===== src/rtl/ppi_kmp_pkg.sv =====
// shared types and constants of the keyboard and mouse port block
`timescale 1ns / 1ps

package ppi_kmp_pkg;

   localparam int DEF_KEY_ROWS = 8;

   localparam logic [1:0] KIND_WRITE = 2'd0;
   localparam logic [1:0] KIND_READ  = 2'd1;
   localparam logic [1:0] KIND_KEY   = 2'd2;
   localparam logic [1:0] KIND_MOUSE = 2'd3;

   localparam logic [1:0] PORT_A    = 2'd0;
   localparam logic [1:0] PORT_B    = 2'd1;
   localparam logic [1:0] PORT_C    = 2'd2;
   localparam logic [1:0] PORT_CTRL = 2'd3;

   localparam logic [7:0] CTRL_MOUSE = 8'h80;
   localparam logic [7:0] CTRL_KEYS  = 8'h8A;
   localparam int         CTRL_MODE_BIT = 7;

   localparam logic [7:0] RESET_A    = 8'hFF;
   localparam logic [7:0] RESET_B    = 8'hFF;
   localparam logic [7:0] RESET_C    = 8'hE0;
   localparam logic [7:0] RESET_CTRL = 8'h8A;
   localparam logic [7:0] RESET_ROW  = 8'hFF;

   typedef struct packed {
      logic [1:0]         req_type;
      logic [1:0]         port_sel;
      logic [7:0]         write_data;
      logic [2:0]         key_row;
      logic [7:0]         row_bits;
      logic signed [15:0] mouse_x_pos;
      logic signed [15:0] mouse_y_pos;
      logic [7:0]         mouse_keys;
   } req_item_type;

   typedef struct packed {
      logic [7:0] ctrl_image;
      logic [7:0] c_image;
      logic [7:0] b_image;
      logic [7:0] a_image;
   } rsp_item_type;

   typedef struct packed {
      logic       en;
      logic [2:0] row;
      logic [7:0] bits;
   } key_wr_type;

endpackage


===== src/rtl/ppi_kmp_keys.sv =====
// key matrix rows and the and of the rows selected by port A
`timescale 1ns / 1ps

module ppi_kmp_keys
   import ppi_kmp_pkg::*;
#(
   parameter int KEY_ROWS = DEF_KEY_ROWS
) (
   input  logic       clock,
   input  logic       reset,
   input  key_wr_type wr,
   input  logic [7:0] sel_mask,
   output logic [7:0] and_out
);

   logic [7:0] rows_ff [KEY_ROWS];

   // a row index beyond the matrix matches no row and is dropped
   always_ff @(posedge clock) begin
      for (int i = 0; i < KEY_ROWS; i++) begin
         if (reset) begin
            rows_ff[i] <= RESET_ROW;
         end else if (wr.en && (wr.row == 3'(i))) begin
            rows_ff[i] <= wr.bits;
         end
      end
   end

   // zero bits of the mask select rows
   always_comb begin
      and_out = 8'hFF;
      for (int i = 0; i < KEY_ROWS; i++) begin
         if (!sel_mask[i]) begin
            and_out = and_out & rows_ff[i];
         end
      end
   end

endmodule


===== src/rtl/ppi_kmp_exec.sv =====
// port registers, mode, mouse state and refresh of the port image
`timescale 1ns / 1ps

module ppi_kmp_exec
   import ppi_kmp_pkg::*;
#(
   parameter int KEY_ROWS = DEF_KEY_ROWS
) (
   input  logic         clock,
   input  logic         reset,
   input  logic         go,
   input  req_item_type item,
   output logic         hit,
   output rsp_item_type result
);

   logic [7:0] a_ff, b_ff, c_ff, ctrl_ff;
   logic [7:0] a_in, b_in, c_in, ctrl_in;
   logic [7:0] sa_ff, sb_ff, sc_ff;
   logic [7:0] sa_in, sb_in, sc_in;
   logic       kbd_ff, kbd_in;
   // only the low byte of a position ever reaches a port
   logic [7:0] cx_ff, cy_ff, lx_ff, ly_ff, btn_ff;
   logic [7:0] cx_in, cy_in, lx_in, ly_in, btn_in;
   logic       refresh;
   key_wr_type key_wr;
   logic [7:0] key_sel;
   logic [7:0] key_and;

   // port A as the keyboard refresh sees it, kept apart from the main update
   always_comb begin
      key_sel = a_ff;
      if (item.req_type == KIND_WRITE) begin
         if (item.port_sel == PORT_A) begin
            key_sel = item.write_data;
         end else if ((item.port_sel == PORT_CTRL) && (item.write_data == CTRL_KEYS)) begin
            key_sel = sa_ff;
         end
      end
   end

   ppi_kmp_keys #(
      .KEY_ROWS(KEY_ROWS)
   ) u_keys (
      .clock   (clock),
      .reset   (reset),
      .wr      (key_wr),
      .sel_mask(key_sel),
      .and_out (key_and)
   );

   always_comb begin
      a_in    = a_ff;
      b_in    = b_ff;
      c_in    = c_ff;
      ctrl_in = ctrl_ff;
      sa_in   = sa_ff;
      sb_in   = sb_ff;
      sc_in   = sc_ff;
      kbd_in  = kbd_ff;
      cx_in   = cx_ff;
      cy_in   = cy_ff;
      lx_in   = lx_ff;
      ly_in   = ly_ff;
      btn_in  = btn_ff;
      refresh = 1'b0;
      key_wr.en   = go && (item.req_type == KIND_KEY);
      key_wr.row  = item.key_row;
      key_wr.bits = item.row_bits;

      case (item.req_type)
         KIND_WRITE: begin
            case (item.port_sel)
               PORT_A: begin
                  a_in    = item.write_data;
                  refresh = 1'b1;
               end
               PORT_B: b_in = item.write_data;
               PORT_C: c_in = item.write_data;
               default: begin
                  ctrl_in = item.write_data;
                  if (item.write_data == CTRL_MOUSE) begin
                     sa_in   = a_ff;
                     sb_in   = b_ff;
                     sc_in   = c_ff;
                     kbd_in  = 1'b0;
                     refresh = 1'b1;
                  end else if (item.write_data == CTRL_KEYS) begin
                     a_in    = sa_ff;
                     b_in    = sb_ff;
                     c_in    = sc_ff;
                     kbd_in  = 1'b1;
                     refresh = 1'b1;
                  end else if (kbd_ff && !item.write_data[CTRL_MODE_BIT]) begin
                     // bit set/reset of port C
                     c_in[item.write_data[3:1]] = item.write_data[0];
                  end
               end
            endcase
         end
         KIND_READ: begin
            if (!kbd_ff) begin
               if (item.port_sel == PORT_A) begin
                  lx_in   = cx_ff;
                  refresh = 1'b1;
               end else if (item.port_sel == PORT_B) begin
                  ly_in   = cy_ff;
                  refresh = 1'b1;
               end
            end else if (item.port_sel == PORT_C) begin
               refresh = 1'b1;
            end
         end
         KIND_MOUSE: begin
            cx_in  = item.mouse_x_pos[7:0];
            cy_in  = item.mouse_y_pos[7:0];
            btn_in = item.mouse_keys;
         end
         default: ;
      endcase

      if (refresh) begin
         if (!kbd_in) begin
            a_in = cx_in - lx_in;
            b_in = cy_in - ly_in;
            c_in = btn_in;
         end else begin
            b_in = key_and;
         end
      end
   end

   assign hit               = refresh;
   assign result.ctrl_image = ctrl_in;
   assign result.c_image    = c_in;
   assign result.b_image    = b_in;
   assign result.a_image    = a_in;

   always_ff @(posedge clock) begin
      if (reset) begin
         a_ff    <= RESET_A;
         b_ff    <= RESET_B;
         c_ff    <= RESET_C;
         ctrl_ff <= RESET_CTRL;
         sa_ff   <= RESET_A;
         sb_ff   <= RESET_B;
         sc_ff   <= RESET_C;
         kbd_ff  <= 1'b1;
         cx_ff   <= '0;
         cy_ff   <= '0;
         lx_ff   <= '0;
         ly_ff   <= '0;
         btn_ff  <= '0;
      end else if (go) begin
         a_ff    <= a_in;
         b_ff    <= b_in;
         c_ff    <= c_in;
         ctrl_ff <= ctrl_in;
         sa_ff   <= sa_in;
         sb_ff   <= sb_in;
         sc_ff   <= sc_in;
         kbd_ff  <= kbd_in;
         cx_ff   <= cx_in;
         cy_ff   <= cy_in;
         lx_ff   <= lx_in;
         ly_ff   <= ly_in;
         btn_ff  <= btn_in;
      end
   end

`ifndef SYNTHESIS
   a_mouse_mode: assert property (@(posedge clock) disable iff (reset)
      go && (item.req_type == KIND_WRITE) && (item.port_sel == PORT_CTRL)
         && (item.write_data == CTRL_MOUSE) |=> !kbd_ff)
      else $error("mouse mode not entered");
   a_keys_mode: assert property (@(posedge clock) disable iff (reset)
      go && (item.req_type == KIND_WRITE) && (item.port_sel == PORT_CTRL)
         && (item.write_data == CTRL_KEYS) |=> kbd_ff && (a_ff == $past(sa_ff)))
      else $error("keyboard mode restore failed");
   a_idle_hold: assert property (@(posedge clock) disable iff (reset)
      !go |=> $stable(a_ff) && $stable(c_ff) && $stable(kbd_ff))
      else $error("port state changed without a transaction");
`endif

endmodule


===== src/rtl/ppi_kmp_port_core.sv =====
// keyboard and mouse parallel port: input register, execute stage, result register
// flow: a transaction passes from the input register through the execute stage, and a refresh
// loads its port image into the result register
// throughput: one transaction per cycle while the result side does not stall, set by the single execute stage
// the execute stage holds while a result waits stalled in the result register
// reset: synchronous, restores the port registers and mode, and sets every key matrix row to all ones
`timescale 1ns / 1ps

module ppi_keyboard_mouse_port_core
   import ppi_kmp_pkg::*;
#(
   parameter int KEY_ROWS = DEF_KEY_ROWS
) (
   input  logic         clock,
   input  logic         reset,
   input  logic         req_valid,
   output logic         req_stall,
   input  req_item_type req_data,
   output logic         rsp_valid,
   input  logic         rsp_stall,
   output rsp_item_type rsp_data
);

   logic         in_valid_ff;
   req_item_type in_item_ff;
   logic         rsp_valid_ff;
   rsp_item_type rsp_data_ff;
   logic         exec_go;
   logic         exec_hit;
   rsp_item_type exec_result;

   assign exec_go   = in_valid_ff && (!rsp_valid_ff || !rsp_stall);
   assign req_stall = in_valid_ff && !exec_go;

   ppi_kmp_exec #(
      .KEY_ROWS(KEY_ROWS)
   ) u_exec (
      .clock (clock),
      .reset (reset),
      .go    (exec_go),
      .item  (in_item_ff),
      .hit   (exec_hit),
      .result(exec_result)
   );

   always_ff @(posedge clock) begin
      if (reset) begin
         in_valid_ff <= 1'b0;
      end else if (req_valid && !req_stall) begin
         in_valid_ff <= 1'b1;
      end else if (exec_go) begin
         in_valid_ff <= 1'b0;
      end
   end

   always_ff @(posedge clock) begin
      if (req_valid && !req_stall) begin
         in_item_ff <= req_data;
      end
   end

   always_ff @(posedge clock) begin
      if (reset) begin
         rsp_valid_ff <= 1'b0;
      end else if (exec_go) begin
         rsp_valid_ff <= exec_hit;
      end else if (!rsp_stall) begin
         rsp_valid_ff <= 1'b0;
      end
   end

   always_ff @(posedge clock) begin
      if (exec_go && exec_hit) begin
         rsp_data_ff <= exec_result;
      end
   end

   assign rsp_valid = rsp_valid_ff;
   assign rsp_data  = rsp_data_ff;

`ifndef SYNTHESIS
   a_empty_takes: assert property (@(posedge clock) disable iff (reset)
      !in_valid_ff |-> !req_stall)
      else $error("input stage empty but stalling");
   a_hit_shows: assert property (@(posedge clock) disable iff (reset)
      exec_go && exec_hit |=> rsp_valid_ff && (rsp_data_ff == $past(exec_result)))
      else $error("refresh result lost");
   a_held_item: assert property (@(posedge clock) disable iff (reset)
      in_valid_ff && !exec_go |=> in_valid_ff && (in_item_ff == $past(in_item_ff)))
      else $error("stalled transaction dropped");
`endif

endmodule


===== config.mk =====
export PLATFORM = sky130hd
export DESIGN_NAME = ppi_keyboard_mouse_port_core
export DESIGN_NICKNAME = d
export VERILOG_FILES = /design/src/rtl/ppi_kmp_pkg.sv /design/src/rtl/ppi_kmp_keys.sv /design/src/rtl/ppi_kmp_exec.sv /design/src/rtl/ppi_kmp_port_core.sv
export SDC_FILE = /design/constraint.sdc
export NUM_CORES = 1
export LEC_CHECK = 0
export ABC_AREA = 1
export ABC_CLOCK_PERIOD_IN_PS = 7100
export BUFFER_PORTS_ARGS = -buffer_cell sky130_fd_sc_hd__buf_4
export CORE_ASPECT_RATIO = 1.75
export CORE_UTILIZATION = 65
export CTS_CLUSTER_DIAMETER = 150
export CTS_CLUSTER_SIZE = 24
export DETAILED_ROUTE_END_ITERATION = 6
export HOLD_SLACK_MARGIN = 0.1
export PLACE_DENSITY = 0.95
export SYNTH_ARGS = -nofsm -noshare
export SYNTH_HDL_FRONTEND = slang
export SYNTH_SLANG_ARGS = --single-unit

===== constraint.sdc =====
create_clock -name clock -period 7.1 [get_ports clock]
set_clock_uncertainty 0.2 [all_clocks]
set_input_delay 0.71 -clock clock [delete_from_list [all_inputs] [get_ports clock]]
set_output_delay 0.71 -clock clock [all_outputs]
set_load 0.02 [all_outputs]

# ---- Word-level counts from Yosys, hierarchy flattened
# Memories as Yosys holds them, arrays and structs flattened.
# Index checks and enable logic that the tools add are counted.
dict set report word_totals {
  regBits 178
  latch_bits 0
  ramBits 64
  rom_bits 0
  out_inout_bits 34
  memories 1
}
# name words word_bits rd rd_ports_with_merged_regs wr line_no
set memory_table {}
lappend memory_table {u_exec.u_keys.rows_ff 8 8 8 0 8 ppi_kmp_keys.sv:16} ;# logic [7:0] rows_ff [KEY_ROWS];
dict set report op_classes {
  n_addsub 2
  mul 0
  n_div 0
  magnitude_cmp 2
  eq_ne 16
  shift 0
  n_mux 95
  bitwise 16
  reduce_logical 31
}
# op n
set op_table {}
lappend op_table {{two-way mux 8 bit} 47}
lappend op_table {{bitwise AND 8 bit} 7}
lappend op_table {{one-hot mux 8 bit (2 select lines)} 3}
lappend op_table {{two-way mux 1 bit} 41}
lappend op_table {{== test 8 bit (second input constant)} 2}
lappend op_table {{logical AND 1 bit} 16}
lappend op_table {{subtractor 8 bit} 2}
lappend op_table {{== test 3 bit (second input constant)} 4}
lappend op_table {{bitwise mux 8 bit} 1}
lappend op_table {{== test 2 bit (second input constant)} 4}
lappend op_table {{bitwise OR 1 bit} 8}
lappend op_table {{== test 3 x 2 -> 1 bit (second input constant)} 2}
lappend op_table {{OR reduction 2 bit} 3}
lappend op_table {{logical NOT 1 bit} 5}
lappend op_table {{== test 2 x 1 -> 1 bit (second input constant)} 2}
lappend op_table {{logical NOT 2 bit} 2}
lappend op_table {{< comparator 3 x 4 -> 1 bit (second input constant)} 1}
lappend op_table {{one-hot mux 1 bit (2 select lines)} 2}
lappend op_table {{AND reduction 4 bit} 1}
lappend op_table {{demux 1 bit (select 3 bit)} 1}
lappend op_table {{== test 3 x 1 -> 1 bit (second input constant)} 1}
lappend op_table {{>= comparator 3 x 1 -> 1 bit (second input constant)} 1}
lappend op_table {{logical NOT 3 bit} 1}
lappend op_table {{OR reduction 3 bit} 1}
lappend op_table {{other kinds (4)} 4}

# ---- Longest topological paths before layout
# Gate-level depths: netlist of the first run.
dict set report logic_depth {
  depth_word 22
  ltp_mapped 20
}

# ---- By module
# From an unflattened synthesis of the first run, not the netlist that was laid out.
dict set report unflattened {
  cells_unflattened 1446
  hier_area_um2 12441.9
}
# mod instances cells_each area_per_inst_um2 seq_area_each_um2
set by_module_without_submodules {}
lappend by_module_without_submodules {ppi_kmp_exec 1 1034 6595.1 1941.9}
lappend by_module_without_submodules {ppi_keyboard_mouse_port_core 1 113 2956.6 2892.8}
lappend by_module_without_submodules {ppi_kmp_keys 1 299 2890.3 1921.8}

# ---- Least setup slack after synthesis of the first run
# No wires, ideal clock.
dict set report synth_timing {
  kind {register to register}
  startpoint {register in_item_ff[59] (netlist name)}
  endpoint {register rsp_data_ff (netlist bit rsp_data[0]) (enable)}
  setup_ns 0.422
  t_arrival_ns 2.789
  t_required_ns 6.478
  path_slack_ns 3.688
  stages_incl_launch_ff 10
  n_path_buf 1
  period_less_slack_ns 3.412
  cell_sequence {edfxtp_1 inv_1 ha_1 clkbuf_1 inv_1 a21oi_1 o21ai_0 nand2_2 inv_1 nor2_1}
}
dict set report synth_between {
  elab_chain_cells 6
}
# element line_no
set synth_lines {}
lappend synth_lines {{from (decl)} ppi_kmp_port_core.sv:25} ;# req_item_type in_item_ff;
lappend synth_lines {{from (signal assigned)} ppi_kmp_port_core.sv:58} ;# in_item_ff <= req_data;
lappend synth_lines {{== test 2 x 1 -> 1 bit} {ppi_kmp_exec.sv:73, ppi_kmp_exec.sv:106}}
lappend synth_lines {{two-way mux 1 bit} ppi_kmp_exec.sv:106} ;# end else if (item.port_sel == PORT_B) begin
lappend synth_lines {{two-way mux 1 bit} ppi_kmp_exec.sv:103} ;# if (item.port_sel == PORT_A) begin
lappend synth_lines {{two-way mux 1 bit} ppi_kmp_exec.sv:102} ;# if (!kbd_ff) begin
lappend synth_lines {{one-hot mux 1 bit (2 select lines) (*)} ppi_kmp_exec.sv:71} ;# case (item.req_type)
lappend synth_lines {{logical AND 1 bit (*)} ppi_kmp_port_core.sv:73} ;# if (exec_go && exec_hit) begin
lappend synth_lines {{to (signal assigned)} ppi_kmp_port_core.sv:74} ;# rsp_data_ff <= exec_result;
lappend synth_lines {{to (decl)} ppi_kmp_port_core.sv:27} ;# rsp_item_type rsp_data_ff;
# Mark *: on every way between the ends. The rest lies on a longest branch, timed or not.
# A chain may end at the register's enable or synchronous reset.

==> metrics.md, run 1 <==
| Metric | Value |
|---|---|
| CTS tree | `built` |
| Share of layout cells above drive strength 1 | `a little under a tenth` |
| Worst EP required | `a little over 7 ns` |
| Register area share after synthesis | `53.36%` |
| Startpoint class of the critical path | `flip-flop` |
| Setup TNS | `0 ns` |
| Number of global-route vias before repair | `9433` |
| Crit path arrival time | `around 5.3 ns` |
| Detail Route Antenna Nets | `0` |
| Post-Syn Instances | `roughly 1.4k` |
| Port Buf Inserts | `84` |
| H-tree levels | `1` |
| Global-route wire length before repair | `48390 um` |
| Post-CTS Hold Fix Bufs | `0` |
| FMAX | `around 190 MHz` |
| Router iterations before antenna repair | `6` |
| Ys async rst share | `0%` |
| Post-synth EDFFs | `143` |
| Grt total ovfl | `0` |
| Worst slack at placement | `roughly 2.1 ns` |
| Core Footprint | `17620 sq um` |
| Mapped cell area | `around 12000 sq um` |
| Element type at the critical path end | `flip-flop` |
| Final setup vio count | `0` |
| Slack of the critical path | `around 1.9 ns` |
| Root buffer cell | `clkbuf_16` |
| Initial DRC count | `1007` |
| Filler cell count | `~1.3k` |
| Synth-to-Final Area Change | `9.713%` |
| RD Place Congestion | `0.9605` |
| Post-synth top area cell | `edfxtp_1` |
| Top post-synthesis cells by area | `edfxtp_1 37%, dfxtp_1 17%, nand2_1 9.6%` |
| Inserted Clock Buffers | `14` |
| Largest net degree at the start of global routing | `82` |
| Final period utilization | `73.59%` |
| N_diodes | `0` |
| Proportion of netlist area held by the largest area contributor | `between 30% and 40%` |
| Max-slew violation count | `0` |
| Final layout net count | `1494` |
| Rel. slew slack | `between 10% and 20%` |
| Worst slew pin tran | `~1.3 ns` |
| Max IR drop VDD | `around 0.28 mV` |
| Post-Synthesis Mean Instance Area | `approximately 8.6 sq um` |
| Power per cell area | `~220 nW/um^2` |
| Classification of the worst setup path | `reg2reg` |
| Antenna violations before repair | `0` |
| Post-CTS Setup Inserts | `0` |
| Via density | `6.109` |
| Register bit count reported by yosys | `about 240` |
| Min Tclk post-route | `between 5 and 6 ns` |
| Gr usage total | `between 30% and 40%` |
| Detailed-route wire length | `31350 um` |
| Worst Path Max Fanout | `30` |
| Clk sinks | `~240` |
| Ys flop type | `edfxtp_1` |
| Synthesis Warnings | `0` |
| Die Y | `around 180 um` |
| Max Cap Viol | `0` |
| Die Width | `roughly 100 um` |
| Final Hold Fails | `0` |
| Yosys cell types | `45` |
| Hpwl dp | `21390 um` |
| Routed length per instance | `around 19 um` |
| Synthesized Nets | `about 1.5k` |
| Clk buf depth | `3` |
| Residual DRC | `0` |
| Site row count | `64` |
| Outcome | `finished, final reports clean` |
| Leak | `~5.5 nW` |
| Ports | `101` |
| RSZ-0062 raised after global routing | `false` |
| Post-CTS sizing | `0` |
| Clock transition at path regs | `about 0.1 ns` |
| DIE AREA | `approximately 19000 sq um` |
| Min-Delay Path Class | `in2reg` |
| Worst-Skew Late Latency | `0.50 ns` |
| Vias | `around 10k` |
| Starting Density | `between 60% and 70%` |
[metrics by stage]
stage               cells  hold slack, ns  util [%]  instance area, sq um  total power (W)
floorplan            1363          0.2234         -                 11760         0.001877
global placement     1621          0.2370     70.77                 12470         0.001997
detailed placement   1621          0.2493     70.77                 12470         0.002015
CTS                  1645          0.1802     73.25                 12900         0.002860
global route         1645          0.1742     73.25                 12900         0.002964
finish               1645          0.1811     73.25                 12900         0.002876
[cell families after synthesis]
family                   after synthesis  share of synthesized area, %
AND/OR/NAND/NOR                      530                         19.70
AO/OA/AOI/OAI                        326                         15.57
flip-flops                           242                         53.36
buffers and inverters                223                         7.351
adder cells (fa/ha/maj)               21                         2.362
XOR/XNOR                              13                        0.9681
multiplexers                           8                        0.6809
[where the power goes]
part	switching [W]	leakage (nW)	internal, W	total, W
registers	0.0000332	2.05	0.00154	0.00158
clock network	0.000468	0.206	0.000405	0.000872
logic	0.000291	3.21	0.000137	0.000428
total	0.000792	5.46	0.00208	0.00288
[placed cells by master, fill, tap and decap left out, types with 2 or more instances in the layout]
cell / synthesis / routed
a211oi_1: 12 / 12
a21oi_1: 107 / 107
a22oi_1: 11 / 11
a31oi_1: 2 / 2
buf_4: 1 / 89
clkbuf_1: 46 / 8
clkbuf_16: 0 / 15
clkinv_1: 3 / 3
dfxtp_1: 99 / 99
edfxtp_1: 143 / 143
fa_1: 2 / 2
ha_1: 19 / 19
inv_1: 149 / 148
inv_2: 9 / 10
mux2i_1: 8 / 8
nand2_1: 302 / 301
nand2_2: 4 / 5
nand2_4: 2 / 2
nand3_1: 49 / 49
nand3b_1: 43 / 43
nand4_1: 7 / 7
nor2_1: 109 / 108
nor2_2: 3 / 3
nor2_4: 2 / 3
nor3_1: 3 / 3
o211ai_1: 39 / 39
o21a_1: 3 / 3
o21ai_0: 123 / 123
o21ai_1: 16 / 16
o221ai_1: 2 / 2
o22ai_1: 7 / 7
xnor2_1: 8 / 8
xor2_1: 5 / 5
[worst max-delay path, stage by stage, from the launching register on]
cell	delay, ns
edfxtp_1	0.45
ha_1	0.74
inv_1	0.63
nor2_2	0.64
inv_1	0.37
o21ai_1	0.76
inv_2	0.06
nand2_2	0.52
inv_2	0.25
o21ai_0	0.29
inv_1	0.06
[layer usage]
metal	up-vias	global-route usage, %	wire, um
li1	4684	-	-
met1	4630	35.29	10320
met2	583	60.05	16200
met3	152	3.952	2247
met4	0	25.77	2594
met5	-	0	0
[sequential cells by signal, indices dropped and copies added (netlist names), 8 cells and up]
register and cells:
u_exec.cy_ff 8, u_exec.ly_ff 8, u_exec.b_ff 8, u_exec.ctrl_ff 8, rsp_data 32, u_exec.a_ff 8, u_exec.lx_ff 8, u_exec.u_keys.rows_ff 64
u_exec.cx_ff 8, in_item_ff 47, u_exec.c_ff 8, u_exec.sa_ff 8, u_exec.btn_ff 8, u_exec.sb_ff 8, u_exec.sc_ff 8
[path summary, 6_finish.rpt]
path,start,end,slack [ns],cells past startpoint
worst max register to register,in_item_ff[59],rsp_data[19],1.87,10
worst max-delay path,in_item_ff[59],rsp_data[19],1.87,10
worst min-delay path,req_data[31],in_item_ff[31],0.18,1
worst min register to register,u_exec.sc_ff[2],u_exec.sc_ff[2],0.26,2
[area by class of cell]
class	count	area, sq um	area share (%)
repair buffers	89	668.1	5.178
flip-flops and latches	242	6276	48.64
well taps	231	289.0	2.240
multi-input cells	898	4631	35.89
clock inverters	1	30.03	0.2327
inverters	161	604.3	4.683
clock buffers	23	405.4	3.142
[synthesized netlist by cell type (4+ instances only)]
master    count
nand2_1     302
inv_1       149
edfxtp_1    143
o21ai_0     123
nor2_1      109
a21oi_1     107
dfxtp_1      99
nand3_1      49
clkbuf_1     46
nand3b_1     43
o211ai_1     39
ha_1         19
o21ai_1      16
a211oi_1     12
a22oi_1      11
inv_2         9
mux2i_1       8
xnor2_1       8
buf_2         7
nand4_1       7
o22ai_1       7
buf_1         6
xor2_1        5
nand2_2       4
Power figures use the tool's default switching activity.
==> run 2: changes to the inputs <==
- ABC_CLOCK_PERIOD_IN_PS: 7100 -> 4550
- CORE_UTILIZATION: 65 -> 54
- PLACE_DENSITY: 0.95 -> 0.86
- clock period: 7.1 -> 4.55 ns (I/O delays scaled with it)
==> metrics.md, run 2 (synthesized netlist as in run 1, its figures left out) <==
| Metric | Value |
|---|---|
| Outcome | `finished, final reports clean` |
| Clock transition at path regs | `0.10 ns (about the same)` |
| Flop pwr share | `54.5% (-0.3 points)` |
| Final layout net count | `1561 (+4.5%)` |
| Vias | `10.19k (+1.4%)` |
| Rel. slew slack | `30.96% (+15 points)` |
| Slowest CP cell | `edfxtp_1` |
| Global-route wire length before repair | `50110 um (+3.6%)` |
| Final setup vio count | `0 (unchanged)` |
| Element type at the critical path end | `flip-flop` |
| Internal | `0.003286 W (+58%)` |
| Placed inst area | `12690 sq um (+1.8%)` |
| RD Place Congestion | `1.041 (+8.3%)` |
| Max IR drop VDD | `0.2866 mV (+2.9%)` |
| Initial DRC count | `985 (-2.2%)` |
| Gr usage total | `29.43% (-4.0 points)` |
| Setup TNS | `0 ns (unchanged)` |
| Final period utilization | `83.59% (+10 points)` |
| Router iterations before antenna repair | `6 (unchanged)` |
| Site row count | `71 (+11%)` |
| Final Hold Fails | `0 (unchanged)` |
| Detail Route Antenna Nets | `0 (unchanged)` |
| H-tree levels | `1 (unchanged)` |
| Largest delay share family, worst path | `adder cells` |
| Area occupied by registers | `6276 sq um (unchanged)` |
| Root buffer cell | `clkbuf_16` |
| Worst EP required | `4.59 ns (-2.56 ns)` |
| Leak | `5.749 nW (+5.3%)` |
| N_diodes | `0 (unchanged)` |
| Port Buf Inserts | `84 (unchanged)` |
| Most common cell after layout, fill and taps aside | `nand2_1` |
| Share of layout cells above drive strength 1 | `10.20% (+0.79 points)` |
| Combinational power share | `15.6% (+0.7 points)` |
| Post-CTS sizing | `0 (unchanged)` |
| Grt total ovfl | `0 (unchanged)` |
| Filler cell count | `1748 (+37%)` |
| Max-slew violation count | `0 (unchanged)` |
| DIE AREA | `22400 sq um (+20%)` |
| Classification of the worst setup path | `reg2reg` |
| Min Tclk post-route | `3.803 ns (-1.422 ns)` |
| Crit path arrival time | `3.84 ns (-1.43 ns)` |
| WP buf/inv | `4 (-1)` |
| Worst slew pin tran | `1.034 ns (-0.2314 ns)` |
| Footprint of the multi-input gates | `4631 sq um (unchanged)` |
| Core Footprint | `21410 sq um (+22%)` |
| Antenna violations before repair | `0 (unchanged)` |
| Ports | `101 (unchanged)` |
| Finished Core Util | `63.61% (-9.6 points)` |
| Min-Delay Path Class | `reg2reg` |
| Sw Share | `27.19% (-0.36 points)` |
| Clock share of power | `29.9% (-0.4 points)` |
| Worst-Skew Late Latency | `0.48 ns (-0.02 ns)` |
| RSZ-0062 raised after global routing | `false` |
| Residual DRC | `0 (unchanged)` |
| Hpwl dp | `22640 um (+5.8%)` |
| Post-layout instance area | `13620 sq um (+5.5%)` |
| Synth-to-Final Area Change | `15.79%` |
| CTS tree | `built` |
| Largest register FFs | `64 (unchanged)` |
| Inserted Clock Buffers | `14 (unchanged)` |
| Max Cap Viol | `0 (unchanged)` |
| Clk sinks | `242 (unchanged)` |
| Switch Pwr | `0.001227 W (+55%)` |
| Die Y | `197.2 um (+9.6%)` |
| Detailed-route wire length | `32440 um (+3.5%)` |
| Power per cell area | `331.4 nW/um^2 (+49%)` |
| Clk buf depth | `3 (unchanged)` |
| Routed length per instance | `18.30 um (-4.0%)` |
| Top reg by flops | `u_exec.u_keys.rows_ff` |
| FMAX | `262.9 MHz (+37%)` |
| Critical path, cell by cell | `inv_1, ha_1, clkinv_1, nand3_1, buf_4, o21ai_0, ha_1, inv_1, fa_1, nand3_1, nand2_1, a21oi_1, nor2_1, nor2_1, xnor2_1, a22oi_1, nand2_1` |
| Starting Density | `54.94% (-12 points)` |
| Most frequent cells in the layout | `301 x nand2_1, 148 x inv_1, 143 x edfxtp_1` |
| Startpoint class of the critical path | `flip-flop` |
| Worst Path Max Fanout | `15 (-50%)` |
| Slowest stage delay, CP | `0.43 ns (-0.33 ns)` |
| Largest net degree at the start of global routing | `82 (unchanged)` |
| Via density | `5.747 (-5.9%)` |
| Number of global-route vias before repair | `9774 (+3.6%)` |
| Die Width | `113.6 um (+9.5%)` |
## run 2: cell types whose count changed in the layout (fill, tap and decap cells not counted), sizes merged
cell         previous run  this run
buf                    89       107
dlygate4sd3             0        49
## run 2: layer usage
metal	part of all wire, %	track usage (%)	routed length (um)	up-vias
li1	-	-	-	4820
met1	34	31.15	11070	4755
met2	52	53.18	16910	483
met3	6.1	2.976	1966	132
met4	7.7	22.27	2492	0
met5	0	0	0	-
## run 2: tightest hold or removal path: stages, from the launching register on
cell and delay, ns:
dfxtp_1 0.32, inv_1 0.05, a21oi_1 0.05
## run 2: cell type report
class	count	area share, %
inverter	161	4.438
clock inverter	1	0.2205
tap	292	2.683
clock buffer	23	2.977
sequential	242	46.09
timing repair buffer	156	9.592
multi-input combinational	898	34.00
## run 2: timing repair
action	4_1_cts	5_1_grt
hold buffers	49	0
setup endpoints to repair	0	0
buffers inserted	0	0
endpoints found under the hold margin	49	0
## run 2: final timing paths
path	from	slack, ns	cells after the start	to
max	in_item_ff[59]	0.75	17	rsp_data[14]
min	u_exec.sc_ff[0]	0.26	2	u_exec.sc_ff[0]
max reg2reg	in_item_ff[59]	0.75	17	rsp_data[14]
min reg2reg	u_exec.sc_ff[0]	0.26	2	u_exec.sc_ff[0]
## run 2: metrics by stage
| stage | setup slack (ns) | hold WS [ns] | total power, W | instances |
|---|---|---|---|---|
| floorplan | 1.138 | 0.2234 | 0.002929 | 1363 |
| detailed placement | 0.8830 | 0.2441 | 0.003153 | 1700 |
| finish | 0.7468 | 0.2565 | 0.004513 | 1773 |
| global placement | 0.9642 | 0.2337 | 0.003134 | 1700 |
| CTS | 0.8741 | 0.2580 | 0.004508 | 1773 |
| global route | 0.5041 | 0.2857 | 0.004668 | 1773 |
## run 2: power groups by stage
stage / clock network [W] / logic (W) / registers, W
5_1_grt: 0.00143 / 0.000771 / 0.00247
3_3_place_gp: 0 / 0.000630 / 0.00250
4_1_cts: 0.00136 / 0.000687 / 0.00246
6_report: 0.00135 / 0.000703 / 0.00246
2_1_floorplan: 0 / 0.000436 / 0.00249
3_5_place_dp: 0 / 0.000648 / 0.00251
